[config.mk]
export PLATFORM = sky130hd
export DESIGN_NAME = pps_ctrl
export DESIGN_NICKNAME = d
export VERILOG_FILES = /design/src/rtl/pps_pkg.sv /design/src/rtl/pps_ctrl.sv
export SDC_FILE = /design/constraint.sdc
export NUM_CORES = 1
export LEC_CHECK = 0
export ABC_AREA = 1
export CAP_MARGIN = 20
export CORE_MARGIN = 2
export CORE_UTILIZATION = 55
export CTS_CLUSTER_DIAMETER = 200
export DETAILED_ROUTE_END_ITERATION = 6
export DONT_BUFFER_PORTS = 1
export PLACE_DENSITY_LB_ADDON = 0.08
export SYNTH_ARGS = -nofsm -noshare
export SYNTH_HDL_FRONTEND = slang
export SYNTH_SLANG_ARGS = --single-unit
[constraint.sdc]
create_clock -name i_clk -period 3.4 [get_ports i_clk]
set_clock_uncertainty 0.05 [all_clocks]
set_input_delay 0.34 -clock i_clk [delete_from_list [all_inputs] [get_ports i_clk]]
set_output_delay 0.34 -clock i_clk [all_outputs]
set_load 0.005 [all_outputs]
[src/rtl/pps_pkg.sv]
package pps_pkg;

    localparam int MAX_SLICE_GROUPS = 8;
    localparam int MAX_CODE_BITS    = 32;
    localparam int MAP_UNIT_BITS    = 18;

    localparam int CODE_W = 5;
    localparam int IDX_W  = 18;
    localparam int VAL_W  = 33;
    localparam int ST_W   = 3;
    localparam int LZ_W   = 6;

    localparam logic [ST_W-1:0] ST_OK        = 3'd0;
    localparam logic [ST_W-1:0] ST_OVERFLOW  = 3'd1;
    localparam logic [ST_W-1:0] ST_GROUPS    = 3'd2;
    localparam logic [ST_W-1:0] ST_MAP_TYPE  = 3'd3;
    localparam logic [ST_W-1:0] ST_TRUNC     = 3'd4;
    localparam logic [ST_W-1:0] ST_TRAILING  = 3'd5;
    localparam logic [ST_W-1:0] ST_UNSUPPORT = 3'd6;

    localparam logic [CODE_W-1:0] POS_NUM_GROUPS   = 5'd4;
    localparam logic [CODE_W-1:0] POS_MAP_TYPE     = 5'd5;
    localparam logic [CODE_W-1:0] POS_RUN_LENGTH   = 5'd6;
    localparam logic [CODE_W-1:0] POS_TOP_LEFT     = 5'd7;
    localparam logic [CODE_W-1:0] POS_BOTTOM_RIGHT = 5'd8;
    localparam logic [CODE_W-1:0] POS_CHANGE_DIR   = 5'd9;
    localparam logic [CODE_W-1:0] POS_CHANGE_RATE  = 5'd10;
    localparam logic [CODE_W-1:0] POS_PIC_SIZE     = 5'd11;
    localparam logic [CODE_W-1:0] POS_GROUP_ID     = 5'd12;
    localparam logic [CODE_W-1:0] POS_NUM_REF_L0   = 5'd13;
    localparam logic [CODE_W-1:0] POS_TRANSFORM    = 5'd23;
    localparam logic [CODE_W-1:0] POS_SCALING_MTX  = 5'd24;
    localparam logic [CODE_W-1:0] POS_SCALING_LIST = 5'd25;
    localparam logic [CODE_W-1:0] POS_SECOND_QP    = 5'd26;
    localparam logic [CODE_W-1:0] POS_END          = 5'd27;

    localparam logic [2:0] K_UE = 3'd0;
    localparam logic [2:0] K_SE = 3'd1;
    localparam logic [2:0] K_U1 = 3'd2;
    localparam logic [2:0] K_U2 = 3'd3;
    localparam logic [2:0] K_UV = 3'd4;

    typedef struct packed {
        logic [CODE_W-1:0] code;
        logic [IDX_W-1:0]  index;
        logic [VAL_W-1:0]  value;
        logic              done;
        logic [ST_W-1:0]   status;
    } t_result;

    // controller -> datapath
    typedef struct packed {
        logic       load;
        logic       bit_en;
        logic [2:0] bit_sel;
        logic       is_stop;
        logic       finish;
    } t_cmd;

    // datapath -> controller
    typedef struct packed {
        logic    emit;
        t_result res;
        logic    halted;
    } t_stat;

    function automatic logic [2:0] kind_of(input logic [CODE_W-1:0] p);
        logic [2:0] k;
        k = K_U1;
        case (p)
            5'd0, 5'd1, 5'd4, 5'd5, 5'd6, 5'd7, 5'd8, 5'd10, 5'd11,
            5'd13, 5'd14: k = K_UE;
            5'd12: k = K_UV;
            5'd16: k = K_U2;
            5'd17, 5'd18, 5'd19, 5'd26: k = K_SE;
            default: k = K_U1;
        endcase
        return k;
    endfunction

    function automatic logic [CODE_W-1:0] after_map_type(input logic [2:0] t);
        logic [CODE_W-1:0] p;
        case (t)
            3'd0: p = POS_RUN_LENGTH;
            3'd1: p = POS_NUM_REF_L0;
            3'd2: p = POS_TOP_LEFT;
            3'd6: p = POS_PIC_SIZE;
            default: p = POS_CHANGE_DIR;
        endcase
        return p;
    endfunction

    function automatic logic [1:0] id_bits(input logic [2:0] gm1);
        logic [1:0] b;
        if (gm1 >= 3'd4) b = 2'd3;
        else if (gm1 >= 3'd2) b = 2'd2;
        else b = 2'd1;
        return b;
    endfunction

endpackage

[src/rtl/pps_ctrl.sv]
module pps_ctrl
    import pps_pkg::*;
(
    input  logic   i_clk,
    input  logic   i_rst_n,
    input  logic   i_in_valid,
    output logic   o_in_ready,
    input  logic   i_final_byte,
    input  logic [7:0] i_data_byte,
    input  logic   i_out_ready,
    output logic   o_out_valid,
    output t_result o_out,
    output logic   o_out_last,
    output t_cmd   o_cmd,
    input  t_stat  i_stat
);

    localparam logic [1:0] S_IDLE   = 2'd0;
    localparam logic [1:0] S_BITS   = 2'd1;
    localparam logic [1:0] S_FINISH = 2'd2;

    logic [1:0] r_state, n_state;
    logic [2:0] r_bit, n_bit;
    logic [2:0] r_stop;
    logic       r_has_stop;
    logic       r_fin;
    logic       r_pend, n_pend;
    t_result    r_pres, n_pres;
    logic       r_ovalid, n_ovalid;
    t_result    r_ores, n_ores;
    logic       r_olast, n_olast;
    logic       step_ok;
    logic       accept;
    logic       emit_bit;
    logic       last_step;
    logic       fire;
    logic [2:0] stop_pos;

    // slot free: output register empty or being drained
    assign step_ok = !r_ovalid || i_out_ready;
    assign accept  = i_in_valid && o_in_ready;

    always_comb begin
        stop_pos = 3'd0;
        for (int k = 7; k >= 0; k--)
            if (i_data_byte[k]) stop_pos = 3'(k);
    end

    always_comb begin
        o_in_ready    = (r_state == S_IDLE) && step_ok;
        o_cmd         = '0;
        o_cmd.load    = accept;
        o_cmd.bit_sel = r_bit;
        o_cmd.is_stop = r_fin && r_has_stop && (r_bit == r_stop);
        n_state  = r_state;
        n_bit    = r_bit;
        n_pend   = r_pend;
        n_pres   = r_pres;
        n_ovalid = r_ovalid && !i_out_ready;
        n_ores   = r_ores;
        n_olast  = r_olast;
        emit_bit = 1'b0;
        fire     = 1'b0;
        last_step = 1'b0;
        case (r_state)
            S_IDLE: begin
                if (accept) begin
                    n_state = S_BITS;
                    n_bit   = 3'd7;
                end
            end
            S_BITS: begin
                if (step_ok) begin
                    o_cmd.bit_en = 1'b1;
                    last_step = (r_bit == 3'd0) || i_stat.halted;
                    emit_bit  = i_stat.emit;
                    n_bit     = r_bit - 1'b1;
                    if (last_step || (i_stat.emit && i_stat.res.done))
                        n_state = r_fin ? S_FINISH : S_IDLE;
                    if (n_state != S_BITS && !r_fin) last_step = 1'b1;
                    else last_step = 1'b0;
                end
            end
            S_FINISH: begin
                if (step_ok) begin
                    o_cmd.finish = 1'b1;
                    n_state = S_IDLE;
                    last_step = 1'b1;
                    emit_bit = i_stat.emit;
                end
            end
            default: n_state = S_IDLE;
        endcase
        // one result held back so last_of_run is known before it leaves
        if (emit_bit) begin
            if (r_pend) fire = 1'b1;
            n_pend = 1'b1;
            n_pres = i_stat.res;
        end
        if (last_step && (r_pend || emit_bit)) begin
            if (emit_bit && r_pend) begin
                n_ovalid = 1'b1; n_ores = r_pres; n_olast = 1'b0;
                n_pend = 1'b1;
            end else begin
                n_ovalid = 1'b1;
                n_ores   = emit_bit ? i_stat.res : r_pres;
                n_olast  = 1'b1;
                n_pend   = 1'b0;
            end
        end else if (fire) begin
            n_ovalid = 1'b1; n_ores = r_pres; n_olast = 1'b0;
        end
        if (r_state == S_IDLE && r_pend && step_ok) begin
            n_ovalid = 1'b1; n_ores = r_pres; n_olast = 1'b1; n_pend = 1'b0;
        end
    end

    always_ff @(posedge i_clk) begin
        if (accept) begin
            r_fin      <= i_final_byte;
            r_stop     <= stop_pos;
            r_has_stop <= (i_data_byte != 8'd0);
        end
        r_pres <= n_pres;
        r_ores <= n_ores;
        r_olast <= n_olast;
        if (!i_rst_n) begin
            r_state  <= S_IDLE;
            r_bit    <= 3'd7;
            r_pend   <= 1'b0;
            r_ovalid <= 1'b0;
        end else begin
            r_state  <= n_state;
            r_bit    <= n_bit;
            r_pend   <= n_pend;
            r_ovalid <= n_ovalid;
        end
    end

    assign o_out_valid = r_ovalid;
    assign o_out       = r_ores;
    assign o_out_last  = r_olast;

endmodule
Yosys cells after proc, flatten, opt, wreduce, memory -nomap -nowiden
Cells that the tools add are included.
W data, S select, Z words.
Operators by class
  $add $sub $neg: 1
  equal/unequal tests: 7
  mux-type cells: 42
  bitwise operators: 1
  reductions and logical operators: 31
Operators by type and width (count)
  $mux W60: 5
  $mux W1: 19
  $mux W2: 9
  $mux W3: 6
  $logic_and A1 B1 Y1: 11
  $reduce_bool A8 Y1: 1
  $ne A2 B2 Y1 const B: 3
  $pmux W2 S3: 1
  $pmux W3 S2: 1
  $reduce_and A3 Y1: 2
  $reduce_bool A2 Y1: 3
  $reduce_or A2 Y1: 3
  $logic_or A1 B1 Y1: 4
  $reduce_or A4 Y1: 1
  $eq A3 B3 Y1: 1
  $logic_not A1 Y1: 3
  $logic_not A3 Y1: 1
  $reduce_bool A3 Y1: 1
  $sub A3 B1 Y3 const B: 1
  $eq A2 B1 Y1 const B: 1
  $eq A2 B2 Y1 const B: 1
  $logic_not A2 Y1: 1
  $ne A2 B1 Y1 const B: 1
  $pmux W1 S2: 1
  $not A1 Y1: 1
Word-level totals
  register bits: 133
  bits of input ports: 75
  word-level logic and storage cells: 102

Logic depth before layout (Yosys ltp)
  depth in word-level cells: 14
  depth in mapped cells: 12
  gate-level depth less buffers: 12

Least setup slack after synthesis
Ideal clock, no wire load.
  path type: reg-to-reg
  from: reg r_state[0]
  to: reg r_ores, in the netlist o_out[0] (enable)
  arrival: 2.828 ns
  data required time: 2.534 ns
  path slack: -0.294 ns
  cell stages (with the launch flop): 10
  buffers on the path: 2
  clock period less this slack: 3.694 ns
  cells stage by stage: dfxtp_1 inv_1 ha_1 nand2_1 nor2_4 o21a_1 buf_2 nand2_4 buf_4 nand3_1
Between the ends
  longest elaborated chain between the ends: 10
RTL lines
  start, declared: RTL line pps_ctrl.sv:22  | logic [1:0] r_state, n_state;
  start signal, assigned: RTL line pps_ctrl.sv:133  | r_state <= n_state;
  $mux W2: RTL line pps_ctrl.sv:78  | if (last_step || (i_stat.emit && i_stat.res.done))
  $mux W2: RTL line pps_ctrl.sv:73  | if (step_ok) begin
  $mux W2: RTL line pps_ctrl.sv:65  | case (r_state)
  $ne A2 B1 Y1: RTL line pps_ctrl.sv:80  | if (n_state != S_BITS && !r_fin) last_step = 1'b1;
  $logic_and A1 B1 Y1: RTL line pps_ctrl.sv:80
  $mux W1: RTL line pps_ctrl.sv:80
  $mux W1: RTL line pps_ctrl.sv:73
  $pmux W1 S2: RTL line pps_ctrl.sv:65
  $logic_and A1 B1 Y1: RTL line pps_ctrl.sv:100  | if (last_step && (r_pend || emit_bit)) begin
  $reduce_bool A3 Y1 (no line) (*)
  end signal, assigned: RTL line pps_ctrl.sv:125  | r_ores <= n_ores;
  end, declared: RTL line pps_ctrl.sv:30  | t_result r_ores, n_ores;
Every way passes the cells marked *; elsewhere a longest branch is shown, timed or not. The select of a mux whose other input is x is not followed.
A chain may end at the register's enable or synchronous reset.

Final worst setup path
  from: reg r_state[0]
  to: reg r_ores, in the netlist o_out[15] (enable)
Same word-level chain as after synthesis.

==> results.txt <==
----------------------------------------------------
[Timing]
  Setup violations, final ... 0
  Final clock period utilization by the worst path ... between 80% and 90%
  Post-route minimum period ... 2.76 ns
  FMAX ... 362 MHz
  Unrepaired setup endpoints after global routing ... false
  Final-report hold violation count ... 0
  Worst-margin pin slew ... 0.715 ns
  Post-Route Setup TNS ... 0 ns
  Pins over their slew limit ... 0
  Worst Slack Setup Final ... 0.637 ns
  Max_slew headroom ... 52.3%

[Clock network]
  Maximum count of clock buffers along a single path ... 2
  TritonCTS buffer count ... 17
  Register clock-pin slew on the reported worst setup and hold paths ... about 0.07 ns
  Cell at the root of the clock tree ... sky130_fd_sc_hd__clkbuf_8
  H-Tree Level Count ... 4
  Cts repair resizes ... 0
  CTS tree ... done
  Source-to-sink clock delay at the later pin of the worst-skew pair ... 0.52 ns
  Total clock sinks ... 133

[Critical path]
  Startpoint of the worst setup timing path ... r_state[0]
  Type of destination of the critical path ... flop
  Timing endpoint of the critical path ... o_out[15]
  Register-to-register setup slack ... 0.64 ns
  Highest fanout seen on the critical path ... between 60 and 70
  Worst path required time ... approximately 3.6 ns
  Setup crit start kind ... flop
  Arrival time at the worst endpoint ... 2.98 ns
  Startpoint of the worst-slack reg-to-reg timing path ... r_state[0]
  End of the worst register-to-register path ... o_out[15]
  Type of the worst setup path ... flop to flop
  Depth of the worst register-to-register path ... 8

[Floorplanning]
  Die Y-Extent ... about 110 µm
  Die X ... 110 µm
  Floorplan Core Area ... around 0.011 mm²
  Standard-cell row count ... 38
  Top-level I/O count ... between 100 and 150
  Effective utilization at floorplan ... a little under three fifths
  Area enclosed by the die boundary ... 0.0120 mm²

[Drt]
  Vias/cell ... approximately 5.2
  Routed wire length per instance ... 14.6 µm
  Final routed DRC violation total ... 0
  Starting DRC count in detailed routing ... 364
  Post-route antenna net violation count ... 0
  First-pass iteration count of the detailed router ... 5
  Total wirelength of the detailed-routed design ... 14,800 µm
  Count of vias placed by the detailed router ... 5,322

[Layout]
  Antenna diode count ... 0
  Synth-to-layout area growth ... 22.0%
  Total of fill cells in the finished design ... 884
  Fraction of layout cells with a size suffix above 1 ... 5.92%
  Net count, final ... 945

[Yosys]
  Net count after synthesis ... 892
  Top cells by area in the synthesized netlist ... sky130_fd_sc_hd__edfxtp_1, sky130_fd_sc_hd__nand2_1, sky130_fd_sc_hd__dfxtp_1, sky130_fd_sc_hd__nand3_1, sky130_fd_sc_hd__buf_2
  EDFF count, synth ... 65
  Share of Yosys cell area claimed by the top area cell type ... 31.8%
  Most common library cells after synthesis ... sky130_fd_sc_hd__nand2_1, sky130_fd_sc_hd__dfxtp_1, sky130_fd_sc_hd__nand3_1
  FFs w/ async S/R, synth ... 0%
  Main flop type after synthesis ... sky130_fd_sc_hd__dfxtp_1
  Number of warnings issued by yosys ... 0
  Post-synthesis sequential area ratio ... 54.0%
  Cell taking the most area after synthesis ... sky130_fd_sc_hd__edfxtp_1
  Yosys cell types ... 23
  Mean area per synthesized cell ... 7.56 µm²
  Post-synthesis sequential element count ... ~130
  Synthesized netlist cell count ... 812
  Combined area of all synthesized cells ... 0.00614 mm²
  Most common cell in the synthesized netlist ... sky130_fd_sc_hd__nand2_1

[Global routing]
  Initial antenna violation count ... 0
  GRT Overall Usage ... 25.9%
  Number of global-route vias before repair ... 5,173
  First-pass GRT wire length ... approximately 24,000 µm
  Largest net degree at the start of global routing ... 64
  Aggregate global routing overflow ... 0

[Flow run]
  Max-capacitance violation count ... 0

[Pwr]
  Leak pwr ... between 3 and 4 nW
  Peak ir drop on the vdd network ... just under 0.0005 V
  PwrDens ... between 900 and 1000 mW/mm²

[Status]
  Outcome ... completed

[Place]
  DP HPWL ... 8520 µm
  Final Wtd Congestion ... 0.844
  Port Buf Inserts ... 0
  Worst slack, placed ... 0.597 ns

[Hold path]
  Type of the tightest min-delay check ... input pin to flop

----------------------------------------------------
-- how the worst min path moves through the flow --
stage	start	to	slack, ns	cells past startpoint
after global placement	i_final_byte	r_fin	0.39	0
after global routing	i_data_byte[2]	r_stop[1]	0.05	2
final	i_data_byte[2]	r_stop[1]	0.04	2
after floorplan	i_rst_n	o_out_valid	0.39	2
after detailed placement	i_final_byte	r_fin	0.39	0
after CTS	i_data_byte[3]	r_stop[1]	0.02	2
-- power by group --
part           internal [mW]  total (mW)  switching [mW]
combinational          0.747        2.37            1.63
clock                   1.13        1.83           0.707
sequential              2.53        2.96           0.422
-- worst max-delay path, cell delays in order, from the launching register on --
cell and delay, ns:
sky130_fd_sc_hd__dfxtp_1 0.40, sky130_fd_sc_hd__inv_1 0.09, sky130_fd_sc_hd__ha_1 0.31, sky130_fd_sc_hd__nand2_1 0.12, sky130_fd_sc_hd__nor2_4 0.05, sky130_fd_sc_hd__nand2_2 0.07, sky130_fd_sc_hd__buf_4 0.56, sky130_fd_sc_hd__nand3_4 0.47
sky130_fd_sc_hd__buf_4 0.36
-- layout make-up --
| type | instances | area (µm²) | area share (%) |
|---|---|---|---|
| inverter | 19 | 71.3 | 0.953 |
| timing repair buffer | 78 | 793 | 10.6 |
| clock inverter | 14 | 176 | 2.36 |
| clock buffer | 18 | 418 | 5.58 |
| sequential | 133 | 3310 | 44.3 |
| tap | 140 | 175 | 2.34 |
| multi-input combinational | 616 | 2540 | 33.9 |
-- registers in the layout, summed over array words and instances, names as in the netlist --
name	cells
r_has_stop	1
r_pres	60
r_bit	3
r_state	2
o_out	60
r_stop	3
r_pend	1
o_out_last	1
o_out_valid	1
r_fin	1
-- cell families after synthesis --
family                   after synthesis  share of synthesized area, %
AO/OA/AOI/OAI                         21                          1.90
XOR/XNOR                               1                         0.143
adder cells (fa/ha/maj)                5                          1.02
buffers and inverters                 63                          4.91
flip-flops                           133                          54.0
AND/OR/NAND/NOR                      589                          38.0
-- placed cells by master (no fill, tap or decap), types with 3 or more instances in the layout --
cell,netlist,final
sky130_fd_sc_hd__a21oi_1,8,8
sky130_fd_sc_hd__buf_12,0,3
sky130_fd_sc_hd__buf_4,7,7
sky130_fd_sc_hd__bufinv_16,0,3
sky130_fd_sc_hd__clkbuf_16,0,16
sky130_fd_sc_hd__clkinv_4,0,4
sky130_fd_sc_hd__dfxtp_1,68,68
sky130_fd_sc_hd__dlygate4sd3_1,0,68
sky130_fd_sc_hd__edfxtp_1,65,65
sky130_fd_sc_hd__ha_1,5,5
sky130_fd_sc_hd__inv_1,17,17
sky130_fd_sc_hd__inv_6,0,4
sky130_fd_sc_hd__nand2_1,501,500
sky130_fd_sc_hd__nand3_1,66,65
sky130_fd_sc_hd__nor2_1,10,10
sky130_fd_sc_hd__nor3_1,3,3
sky130_fd_sc_hd__o21ai_0,8,8
sky130_fd_sc_hd__or2_2,3,3
-- repair_timing --
action                                 CTS  global route
hold buffers                            68             0
endpoints found under the hold margin   71             0
buffers inserted                         0             0
setup endpoints to repair                0             0
-- through the flow --
stage / hold slack, ns / instance area, µm² / power [mW] / std cells / utilization [%]
final: 0.0368 / 7490 / 7.16 / 1018 / 69.1
after global routing: 0.0454 / 7490 / 7.72 / 1018 / 69.1
after CTS: 0.0192 / 7450 / 7.16 / 1016 / 68.7
after detailed placement: 0.389 / 6170 / 5.23 / 916 / 56.9
after global placement: 0.389 / 6170 / 5.13 / 916 / 56.9
after floorplan: 0.388 / 6140 / 4.68 / 812 / -
-- per-layer routing --
metal  routed length [µm]  track usage (%)
met5                    0                0
met1                 6310             31.8
met3                 1010             7.35
met4                  293             10.1
met2                 7220             43.1
(Power assumes the default switching activity.)
