**config.mk**
```make
export PLATFORM = sky130hd
export DESIGN_NAME = pps_datapath
export DESIGN_NICKNAME = d
export VERILOG_FILES = /design/src/rtl/pps_pkg.sv /design/src/rtl/pps_datapath.sv
export SDC_FILE = /design/constraint.sdc
export NUM_CORES = 1
export LEC_CHECK = 0
export BUFFER_PORTS_ARGS = -buffer_cell sky130_fd_sc_hd__buf_2
export CELL_PAD_IN_SITES_DETAIL_PLACEMENT = 0
export CELL_PAD_IN_SITES_GLOBAL_PLACEMENT = 2
export CORE_AREA = 2 2 216 218
export DETAILED_ROUTE_END_ITERATION = 10
export DIE_AREA = 0 0 218 220
export GPL_TIMING_DRIVEN = 0
export PLACE_DENSITY = 0.78
export SLEW_MARGIN = 20
export SYNTH_ARGS = -nofsm -noshare
export SYNTH_HDL_FRONTEND = slang
export SYNTH_SLANG_ARGS = --single-unit
```
**constraint.sdc**
```tcl
create_clock -name i_clk -period 7.32 [get_ports i_clk]
set_clock_uncertainty 0.1 [all_clocks]
set_input_delay 0.732 -clock i_clk [delete_from_list [all_inputs] [get_ports i_clk]]
set_output_delay 0.732 -clock i_clk [all_outputs]
set_load 0.005 [all_outputs]
```
**src/rtl/pps_pkg.sv**
```systemverilog
package pps_pkg;

    localparam int MAX_SLICE_GROUPS = 8;
    localparam int MAX_CODE_BITS    = 32;
    localparam int MAP_UNIT_BITS    = 18;

    localparam int CODE_W = 5;
    localparam int IDX_W  = 18;
    localparam int VAL_W  = 33;
    localparam int ST_W   = 3;
    localparam int LZ_W   = 6;

    localparam logic [ST_W-1:0] ST_OK        = 3'd0;
    localparam logic [ST_W-1:0] ST_OVERFLOW  = 3'd1;
    localparam logic [ST_W-1:0] ST_GROUPS    = 3'd2;
    localparam logic [ST_W-1:0] ST_MAP_TYPE  = 3'd3;
    localparam logic [ST_W-1:0] ST_TRUNC     = 3'd4;
    localparam logic [ST_W-1:0] ST_TRAILING  = 3'd5;
    localparam logic [ST_W-1:0] ST_UNSUPPORT = 3'd6;

    localparam logic [CODE_W-1:0] POS_NUM_GROUPS   = 5'd4;
    localparam logic [CODE_W-1:0] POS_MAP_TYPE     = 5'd5;
    localparam logic [CODE_W-1:0] POS_RUN_LENGTH   = 5'd6;
    localparam logic [CODE_W-1:0] POS_TOP_LEFT     = 5'd7;
    localparam logic [CODE_W-1:0] POS_BOTTOM_RIGHT = 5'd8;
    localparam logic [CODE_W-1:0] POS_CHANGE_DIR   = 5'd9;
    localparam logic [CODE_W-1:0] POS_CHANGE_RATE  = 5'd10;
    localparam logic [CODE_W-1:0] POS_PIC_SIZE     = 5'd11;
    localparam logic [CODE_W-1:0] POS_GROUP_ID     = 5'd12;
    localparam logic [CODE_W-1:0] POS_NUM_REF_L0   = 5'd13;
    localparam logic [CODE_W-1:0] POS_TRANSFORM    = 5'd23;
    localparam logic [CODE_W-1:0] POS_SCALING_MTX  = 5'd24;
    localparam logic [CODE_W-1:0] POS_SCALING_LIST = 5'd25;
    localparam logic [CODE_W-1:0] POS_SECOND_QP    = 5'd26;
    localparam logic [CODE_W-1:0] POS_END          = 5'd27;

    localparam logic [2:0] K_UE = 3'd0;
    localparam logic [2:0] K_SE = 3'd1;
    localparam logic [2:0] K_U1 = 3'd2;
    localparam logic [2:0] K_U2 = 3'd3;
    localparam logic [2:0] K_UV = 3'd4;

    typedef struct packed {
        logic [CODE_W-1:0] code;
        logic [IDX_W-1:0]  index;
        logic [VAL_W-1:0]  value;
        logic              done;
        logic [ST_W-1:0]   status;
    } t_result;

    // controller -> datapath
    typedef struct packed {
        logic       load;
        logic       bit_en;
        logic [2:0] bit_sel;
        logic       is_stop;
        logic       finish;
    } t_cmd;

    // datapath -> controller
    typedef struct packed {
        logic    emit;
        t_result res;
        logic    halted;
    } t_stat;

    function automatic logic [2:0] kind_of(input logic [CODE_W-1:0] p);
        logic [2:0] k;
        k = K_U1;
        case (p)
            5'd0, 5'd1, 5'd4, 5'd5, 5'd6, 5'd7, 5'd8, 5'd10, 5'd11,
            5'd13, 5'd14: k = K_UE;
            5'd12: k = K_UV;
            5'd16: k = K_U2;
            5'd17, 5'd18, 5'd19, 5'd26: k = K_SE;
            default: k = K_U1;
        endcase
        return k;
    endfunction

    function automatic logic [CODE_W-1:0] after_map_type(input logic [2:0] t);
        logic [CODE_W-1:0] p;
        case (t)
            3'd0: p = POS_RUN_LENGTH;
            3'd1: p = POS_NUM_REF_L0;
            3'd2: p = POS_TOP_LEFT;
            3'd6: p = POS_PIC_SIZE;
            default: p = POS_CHANGE_DIR;
        endcase
        return p;
    endfunction

    function automatic logic [1:0] id_bits(input logic [2:0] gm1);
        logic [1:0] b;
        if (gm1 >= 3'd4) b = 2'd3;
        else if (gm1 >= 3'd2) b = 2'd2;
        else b = 2'd1;
        return b;
    endfunction

endpackage

```
**src/rtl/pps_datapath.sv**
```systemverilog
module pps_datapath
    import pps_pkg::*;
(
    input  logic        i_clk,
    input  logic        i_rst_n,
    input  logic [1:0]  i_chroma_format,
    input  logic [7:0]  i_data_byte,
    input  logic        i_final_byte,
    input  t_cmd        i_cmd,
    output t_stat       o_stat
);

    logic [7:0]          r_byte;
    logic                r_fin;
    logic [CODE_W-1:0]   r_pos, n_pos;
    logic [LZ_W-1:0]     r_lz, n_lz;
    logic [VAL_W-1:0]    r_acc, n_acc;
    logic [IDX_W-1:0]    r_loop, n_loop;
    logic [2:0]          r_gm1, n_gm1;
    logic [2:0]          r_map, n_map;
    logic [IDX_W-1:0]    r_units, n_units;
    logic                r_e8, n_e8;
    logic                r_halt, n_halt;
    logic                r_started, n_started;
    logic                r_suffix, n_suffix;
    logic [LZ_W-1:0]     r_left, n_left;

    logic                b;
    logic [2:0]          kind;
    logic                cpl;
    logic [VAL_W-1:0]    cpl_k;
    logic [VAL_W-1:0]    v;
    logic [LZ_W-1:0]     left0;
    logic [LZ_W-1:0]     left1;
    logic [VAL_W-1:0]    acc1;
    logic [VAL_W-1:0]    pow_m1;
    logic [3:0]          n_lists;
    logic [IDX_W-1:0]    loop_inc;
    logic [IDX_W-1:0]    cur_idx;
    t_result             res;
    logic                emit;

    always_comb begin
        b    = r_byte[i_cmd.bit_sel];
        kind = kind_of(r_pos);
        case (r_pos)
            POS_RUN_LENGTH, POS_TOP_LEFT, POS_BOTTOM_RIGHT, POS_GROUP_ID,
            POS_SCALING_LIST: cur_idx = r_loop;
            default: cur_idx = '0;
        endcase
        loop_inc = r_loop + 1'b1;
        pow_m1   = (VAL_W'(1) << r_lz) - 1'b1;
        n_lists  = 4'd6 + ((i_chroma_format != 2'd3) ? 4'd2 : 4'd6) * {3'd0, r_e8};
    end

    always_comb begin
        n_pos     = r_pos;
        n_lz      = r_lz;
        n_acc     = r_acc;
        n_loop    = r_loop;
        n_gm1     = r_gm1;
        n_map     = r_map;
        n_units   = r_units;
        n_e8      = r_e8;
        n_halt    = r_halt;
        n_started = r_started;
        n_suffix  = r_suffix;
        n_left    = r_left;
        emit      = 1'b0;
        res       = '0;
        cpl       = 1'b0;
        cpl_k     = '0;
        v         = '0;
        left0     = '0;
        left1     = '0;
        acc1      = '0;

        if (i_cmd.bit_en && !r_halt) begin
            if (r_pos >= POS_END) begin
                emit       = 1'b1;
                res.code   = POS_END;
                res.done   = 1'b1;
                res.status = (b && i_cmd.is_stop) ? ST_OK : ST_TRAILING;
                n_halt     = 1'b1;
            end else if (r_pos == POS_TRANSFORM && !r_started && i_cmd.is_stop) begin
                emit     = 1'b1;
                res.code = POS_END;
                res.done = 1'b1;
                n_halt   = 1'b1;
            end else begin
                case (kind)
                    K_U1: left0 = LZ_W'(1);
                    K_U2: left0 = LZ_W'(2);
                    K_UV: left0 = LZ_W'(id_bits(r_gm1));
                    default: left0 = '0;
                endcase
                n_started = 1'b1;
                if (kind == K_U1 || kind == K_U2 || kind == K_UV) begin
                    acc1  = r_started ? {r_acc[VAL_W-2:0], b} : {{(VAL_W-1){1'b0}}, b};
                    left1 = (r_started ? r_left : left0) - 1'b1;
                    n_acc  = acc1;
                    n_left = left1;
                    if (left1 == '0) begin
                        cpl   = 1'b1;
                        cpl_k = acc1;
                    end
                end else if (!r_started || !r_suffix) begin
                    if (!b) begin
                        if (r_started && (r_lz + 1'b1 >= LZ_W'(MAX_CODE_BITS))) begin
                            emit       = 1'b1;
                            res.code   = r_pos;
                            res.index  = cur_idx;
                            res.done   = 1'b1;
                            res.status = ST_OVERFLOW;
                            n_halt     = 1'b1;
                        end else begin
                            n_lz     = r_started ? r_lz + 1'b1 : LZ_W'(1);
                            n_suffix = 1'b0;
                        end
                    end else if (!r_started || r_lz == '0) begin
                        cpl   = 1'b1;
                        cpl_k = '0;
                    end else begin
                        n_suffix = 1'b1;
                        n_left   = r_lz;
                        n_acc    = '0;
                    end
                end else begin
                    acc1   = {r_acc[VAL_W-2:0], b};
                    left1  = r_left - 1'b1;
                    n_acc  = acc1;
                    n_left = left1;
                    if (left1 == '0) begin
                        cpl   = 1'b1;
                        cpl_k = pow_m1 + acc1;
                    end
                end
            end
        end

        if (cpl) begin
            n_started = 1'b0;
            n_suffix  = 1'b0;
            n_lz      = '0;
            n_acc     = '0;
            if (kind == K_SE)
                v = cpl_k[0] ? ((cpl_k + 1'b1) >> 1) : (VAL_W'(0) - (cpl_k >> 1));
            else
                v = cpl_k;
            emit       = 1'b1;
            res.code   = r_pos;
            res.index  = cur_idx;
            res.value  = v;
            case (r_pos)
                POS_NUM_GROUPS: begin
                    if (v > VAL_W'(MAX_SLICE_GROUPS - 1)) begin
                        res.done = 1'b1; res.status = ST_GROUPS; n_halt = 1'b1;
                    end else begin
                        n_gm1 = v[2:0];
                        n_pos = (v[2:0] != 3'd0) ? POS_MAP_TYPE : POS_NUM_REF_L0;
                    end
                end
                POS_MAP_TYPE: begin
                    if (v > VAL_W'(6)) begin
                        res.done = 1'b1; res.status = ST_MAP_TYPE; n_halt = 1'b1;
                    end else begin
                        n_map  = v[2:0];
                        n_loop = '0;
                        n_pos  = after_map_type(v[2:0]);
                    end
                end
                POS_RUN_LENGTH, POS_BOTTOM_RIGHT: begin
                    n_loop = loop_inc;
                    if (loop_inc > IDX_W'(r_gm1)) n_pos = POS_NUM_REF_L0;
                    else n_pos = (r_pos == POS_RUN_LENGTH) ? POS_RUN_LENGTH : POS_TOP_LEFT;
                end
                POS_CHANGE_RATE: n_pos = POS_NUM_REF_L0;
                POS_PIC_SIZE: begin
                    if (v > VAL_W'((1 << MAP_UNIT_BITS) - 1)) begin
                        res.done = 1'b1; res.status = ST_OVERFLOW; n_halt = 1'b1;
                    end else begin
                        n_units = v[IDX_W-1:0];
                        n_loop  = '0;
                        n_pos   = POS_GROUP_ID;
                    end
                end
                POS_GROUP_ID: begin
                    n_loop = loop_inc;
                    n_pos  = (loop_inc > r_units) ? POS_NUM_REF_L0 : POS_GROUP_ID;
                end
                POS_TRANSFORM: begin
                    n_e8  = v[0];
                    n_pos = POS_SCALING_MTX;
                end
                POS_SCALING_MTX: begin
                    n_loop = '0;
                    n_pos  = (v != '0) ? POS_SCALING_LIST : POS_END;
                end
                POS_SCALING_LIST: begin
                    if (v != '0) begin
                        res.value  = VAL_W'(1);
                        res.done   = 1'b1;
                        res.status = ST_UNSUPPORT;
                        n_halt     = 1'b1;
                    end else begin
                        n_loop = loop_inc;
                        n_pos  = (loop_inc >= IDX_W'(n_lists)) ? POS_SECOND_QP
                                                               : POS_SCALING_LIST;
                    end
                end
                POS_SECOND_QP: n_pos = POS_END;
                default: n_pos = r_pos + 1'b1;
            endcase
        end

        if (i_cmd.finish) begin
            if (!r_halt) begin
                emit       = 1'b1;
                res        = '0;
                res.code   = r_pos;
                res.index  = cur_idx;
                res.done   = 1'b1;
                res.status = ST_TRUNC;
            end
            n_pos = '0; n_lz = '0; n_acc = '0; n_loop = '0; n_gm1 = '0;
            n_map = '0; n_units = '0; n_e8 = 1'b0; n_halt = 1'b0;
            n_started = 1'b0; n_suffix = 1'b0; n_left = '0;
        end
    end

    always_ff @(posedge i_clk) begin
        if (i_cmd.load) begin
            r_byte <= i_data_byte;
            r_fin  <= i_final_byte;
        end
        if (!i_rst_n) begin
            r_pos <= '0; r_lz <= '0; r_acc <= '0; r_loop <= '0; r_gm1 <= '0;
            r_map <= '0; r_units <= '0; r_e8 <= 1'b0; r_halt <= 1'b0;
            r_started <= 1'b0; r_suffix <= 1'b0; r_left <= '0;
        end else begin
            r_pos <= n_pos; r_lz <= n_lz; r_acc <= n_acc; r_loop <= n_loop;
            r_gm1 <= n_gm1; r_map <= n_map; r_units <= n_units; r_e8 <= n_e8;
            r_halt <= n_halt; r_started <= n_started; r_suffix <= n_suffix;
            r_left <= n_left;
        end
    end

    assign o_stat.emit   = emit;
    assign o_stat.res    = res;
    assign o_stat.halted = r_halt | (r_fin & 1'b0) | (r_map == 3'd7);

endmodule

```
; ---- Word-level counts from Yosys, hierarchy flattened
; Memories as Yosys holds them, arrays and structs flattened. A register that Yosys moved wholly into a read port is not among the register bits.
; Cells that the tools add are included.
[op_classes]
n_addsub = 10
mul = 1
magnitude_cmp = 11
n_eq_ne = 29
shift = 1
n_mux = 114
bitwise = 10
n_reduce_logical = 34
[op_table]
columns = operator, count
row1 = two-way mux 33 bit, 12
row2 = two-way mux 60 bit, 3
row3 = two-way mux 32 bit, 4
row4 = two-way mux 23 bit, 5
row5 = two-way mux 18 bit, 6
row6 = one-hot mux 18 bit (5 select lines), 1
row7 = greater-than comparator 33 x 3 -> 1 bit (second input constant), 2
row8 = two-way mux 4 bit, 14
row9 = two-way mux 6 bit, 9
row10 = one-hot mux 5 bit (10 select lines), 1
row11 = two-way mux 5 bit, 8
row12 = two-way mux 1 bit, 38
row13 = two-way mux 37 bit, 1
row14 = adder 33 x 1 -> 33 bit (second input constant), 1
row15 = adder 33 bit, 1
row16 = greater-than comparator 33 x 18 -> 1 bit (second input constant), 1
row17 = nonzero test 33 bit, 1
row18 = left shift 1 x 6 -> 33 bit (first input constant), 1
row19 = subtractor 1 x 32 -> 33 bit (first input constant), 1
row20 = subtractor 33 x 1 -> 33 bit (second input constant), 1
row21 = one-hot mux 4 bit (4 select lines), 2
row22 = == test 5 x 3 -> 1 bit (second input constant), 4
row23 = == test 5 x 4 -> 1 bit (second input constant), 4
row24 = == test 5 bit (second input constant), 4
row25 = 40 further kinds, 85
[word_totals]
reg_bits = 103
romBits = 96
inputBits = 20
output_inout_bits = 62
n_memories = 1
[memory_table]
columns = name, depth, width, rd, rd_clocked_by_memory_dff, write_ports, line
row1 = (name not given), 32, 3, 1, 1, 0, pps_pkg.sv:70  ; case (p)

; ---- Logic depth before layout (Yosys ltp)
[depth]
word_depth = 25
depth_mapped = 32
mapped_depth_nobuf = 29

; ---- Worst setup path before layout
; No wires, ideal clock.
[synth_timing]
kind = reg2out
startpoint = register, netlist name kind[2]
endpoint = output port o_stat[4] in the netlist's numbering
t_arrival_ns = 6.616
required_ns = 6.488
setup_slack_ns = -0.128
stages_incl_launch_ff = 28
path_buffers = 2
path_cell_list = dfxtp_1 > or3b_1 > o221ai_1 > o21ai_0 > ha_1 > clkbuf_1 > xor2_1 > a211oi_1 > clkbuf_1 > nand2_1 > nor2_1 > nand2_1 > a21o_1 > inv_1 > ha_1 > nand3_1 > or3_1 > a2111oi_2 > and4_1 > a31oi_1 > a211o_1 > nor3_1 > nand4_1 > a2111oi_2 > a21oi_1 > a211oi_2 > o21ai_0 > or2_2
[synth_lines]
columns = element, line
row1 = to (decl), pps_datapath.sv:10  ; output t_stat o_stat

==> results.toml <==
[detailed_routing]
ant_nets = 0
drc = 0
via_per_inst = 6.18
vias = 18820
dr.pass1.iters = 7
highest_layer = "met4"
drtIter0Drc = 1992
wl_met3_um = 5950
wl_met1_um = 33200
wl_per_cell_um = 25.0
wl_um = 76300
wl_met2_um = 34500

[final_layout]
fin_nets = 2560
num_antenna_cells = 0
fillCellCount = 4920
syn2layout_area_growth_pct = 31.8
fin_cells = 3046
regArea_um2 = 2230
fin_util_pct = 42.9
drive_gt1_share_pct = 25.1
multi_input_comb_area_um2 = 13400

[critical_path]
worstSetupEndpointType = "output pin"
worstSetupPathType = "in2out"
cp.arrival_ps = 6900
cp_max_fo = 6
worst-r2r-setup-slack_ps = 40
cp-start-kind = "primary input"
cp.required_ps = 6490

[run_status]
status = "finished, violations left"
violations = "negative setup slack"

[synth]
netlist.top_cell.by_area = "dfxtp_1"
synth_top_family_by_area = "simple AND/OR/NAND/NOR gates"
synthMuxAreaShare_pct = 2.08
synthArstFlopShare_pct = 0
syn_area_um2 = 14900
synth_xor_area_share_pct = 3.34
synth_nets = 2342
synth_top_area_share_pct = 13.1
netlist_instances = 2216
yosysSeqAreaShare_pct = 14.7
synth-simple-area-share_pct = 32.5
synth_edf_count = 8
yosysWarnings = 0
ys.flop_type = "dfxtp_1"
post-synth-top-count-cell = "nand2_1"
synth_adder_area_share_pct = 8.93
synth-compound-area-share_pct = 30.5
yosys-top-cells-area = "dfxtp_1 13%, ha_1 8.8%, a21oi_1 5.9%, nand2_1 5.9%, nor2_1 5.4%"
synthTopCellsByCount = "236 x nand2_1, 216 x nor2_1, 177 x a21oi_1"
ys_types = 100
synth_seq_cells = 106
synth.avg_cell_area_um2 = 6.74

[min_path]
hp-class = "reg2reg"

[global_route]
grt_util_all_layers_pct = 31.0
grt_antenna_before_repair = 1
grt_overflow = 0
grt_max_degree = 20
grt_pass1_wl_um = 112000
grt_pass1_vias = 17873

[sta]
worst_slew_pin_slew_ps = 1120
hold_violations = 0
period_minus_slack_ps = 7730
period_share_pct = 106
slew_viol_final = 0
slew-limit-headroom_pct = 25.2
fmax_ghz = 0.129
setup_viol = 37
worst_slack_ps = -413
rsz0062_at_grt = "true"

[placed_design]
routabilityCongestion = 0.970
dp_hpwl_um = 59800
pre_cts_slack_ps = -3270
place_inst = 2905
io_buffers = 80

[power]
power.density_nw_per_um2 = 72.0
p_leak_nw = 7.81
peakVddDrop_uv = 166

[floorplan]
die_x_um = 218
coreArea_um2 = 45900
die_area_um2 = 48000
ios = 82
fp-row-count = 79
initial_core_util_pct = 32.6
die_height_um = 220

[clock_tree]
cts_sinks = 106
htreeDepth = 3
cts.clk_slew.worst_paths_ps = 80
cts_tree = "done"
insertion_delay_ps = 400
cts-root-buf = "clkbuf_16"
cts_buffers = 9
cts_max_path_buffers = 2

[flow_run]
maxCapViolations = 0
cells in the final DEF, fill, tap and decap left out, types with 10 or more instances in the layout:
cell	instances
mux2i_1	19
a21oi_1	165
nand3_1	116
dfxtp_1	86
nor3_1	50
or3_1	29
a21o_1	22
nand3b_1	11
buf_6	15
nand2b_1	16
xnor2_1	29
xor2_1	21
nand4_1	52
or2_2	10
nor2_1	190
and4_1	15
nand2_1	225
o21ai_2	18
ha_1	88
o22ai_1	16
nor2b_1	15
buf_2	88
clkbuf_16	13
o21ai_1	12
o21a_1	21
nor2_4	22
clkbuf_1	64
o21ai_0	70
a31oi_1	28
and2_1	43
buf_4	144
a211oi_2	13
o2111ai_1	10
ha_4	11
nor4_1	15
and3_1	35
o211ai_1	18
inv_1	157
a211oi_1	31
cell type report:
class                           instances  area share [%]
Clock inverter                          6           0.299
Multi-Input combinational cell       1805            68.0
Tap cell                              607            3.86
Sequential cell                       106            11.4
Buffer                                121            3.76
Timing Repair Buffer                  226            8.29
Inverter                              165            3.20
Clock buffer                           10            1.21
report_power, final:
group	internal, mW	leakage [nW]	switching [mW]
Clock	0.248	0.144	0.281
Sequential	0.586	0.876	0.00382
Combinational	0.111	6.79	0.188
Total	0.945	7.81	0.473
cells by family (layout without fill, tap and decap cells):
family	count (synthesis)	in the layout
buf+inv	305	528
xor+xnor	57	57
flops	106	106
mux	28	28
fa+ha+maj	106	106
simple gates	961	961
compound gates	653	653
metrics by stage:
| step | hold WS, ps | total power, mW | setup TNS, ps | instance area [µm²] |
|---|---|---|---|---|
| 6_report | 387 | 1.42 | -6860 | 19700 |
| 5_1_grt | 387 | 1.46 | -12610 | 19700 |
| 4_1_cts | 378 | 1.40 | -2320 | 18600 |
| 3_5_place_dp | 364 | 0.814 | -231010 | 16100 |
| 3_3_place_gp | 365 | 0.812 | -240570 | 16100 |
| 2_1_floorplan | 343 | 0.735 | 0 | 15000 |
routing by layer:
metal / up-vias / track usage (%)
met1: 9191 / 41.0
li1: 8632 / -
met5: - / 0
met2: 828 / 49.9
met3: 169 / 5.95
met4: 0 / 11.6
flip-flops by register name, summed over array words and instances, names as in the netlist:
name / cells
r_acc: 32
r_loop: 18
r_units: 18
r_byte: 8
r_left: 6
r_lz: 6
r_pos: 5
kind: 3
r_gm1: 3
r_map: 3
r_e8: 1
r_halt: 1
r_started: 1
r_suffix: 1
critical path, stage by stage:
cell,delay [ps]
buf_8,80
mux4_2,520
mux2i_4,270
ha_2,260
inv_2,50
ha_4,160
inv_2,60
fa_2,220
nand2b_4,160
a21boi_4,80
o211ai_1,320
buf_4,210
a21oi_4,60
or3_4,360
a32o_2,280
a2111o_1,290
or4_4,550
o22ai_4,200
xor2_2,270
buf_4,160
o21a_1,180
nor4b_2,310
nand4_1,290
a21oi_2,240
nor2_1,60
a311oi_1,250
nor2_1,120
buf_2,160
path summary, 6_finish.rpt:
kind,from,endpoint,cells past startpoint
worst max-delay path,i_cmd[3],o_stat[1],28
worst min-delay path,r_units[6],r_units[6],2
worst max register to register,r_byte[0],kind[1],28
worst min register to register,r_units[6],r_units[6],2
what timing repair did:
item | in CTS | in global routing
resized for setup | 350 | 181
setup endpoints to repair | 105 | 60
hold endpoints to repair | 0 | 0
gates cloned | 2 | 1
hold buffers | 0 | 0
pin swaps | 85 | 76
buffers inserted | 88 | 58
Power figures use the tool's default switching activity.
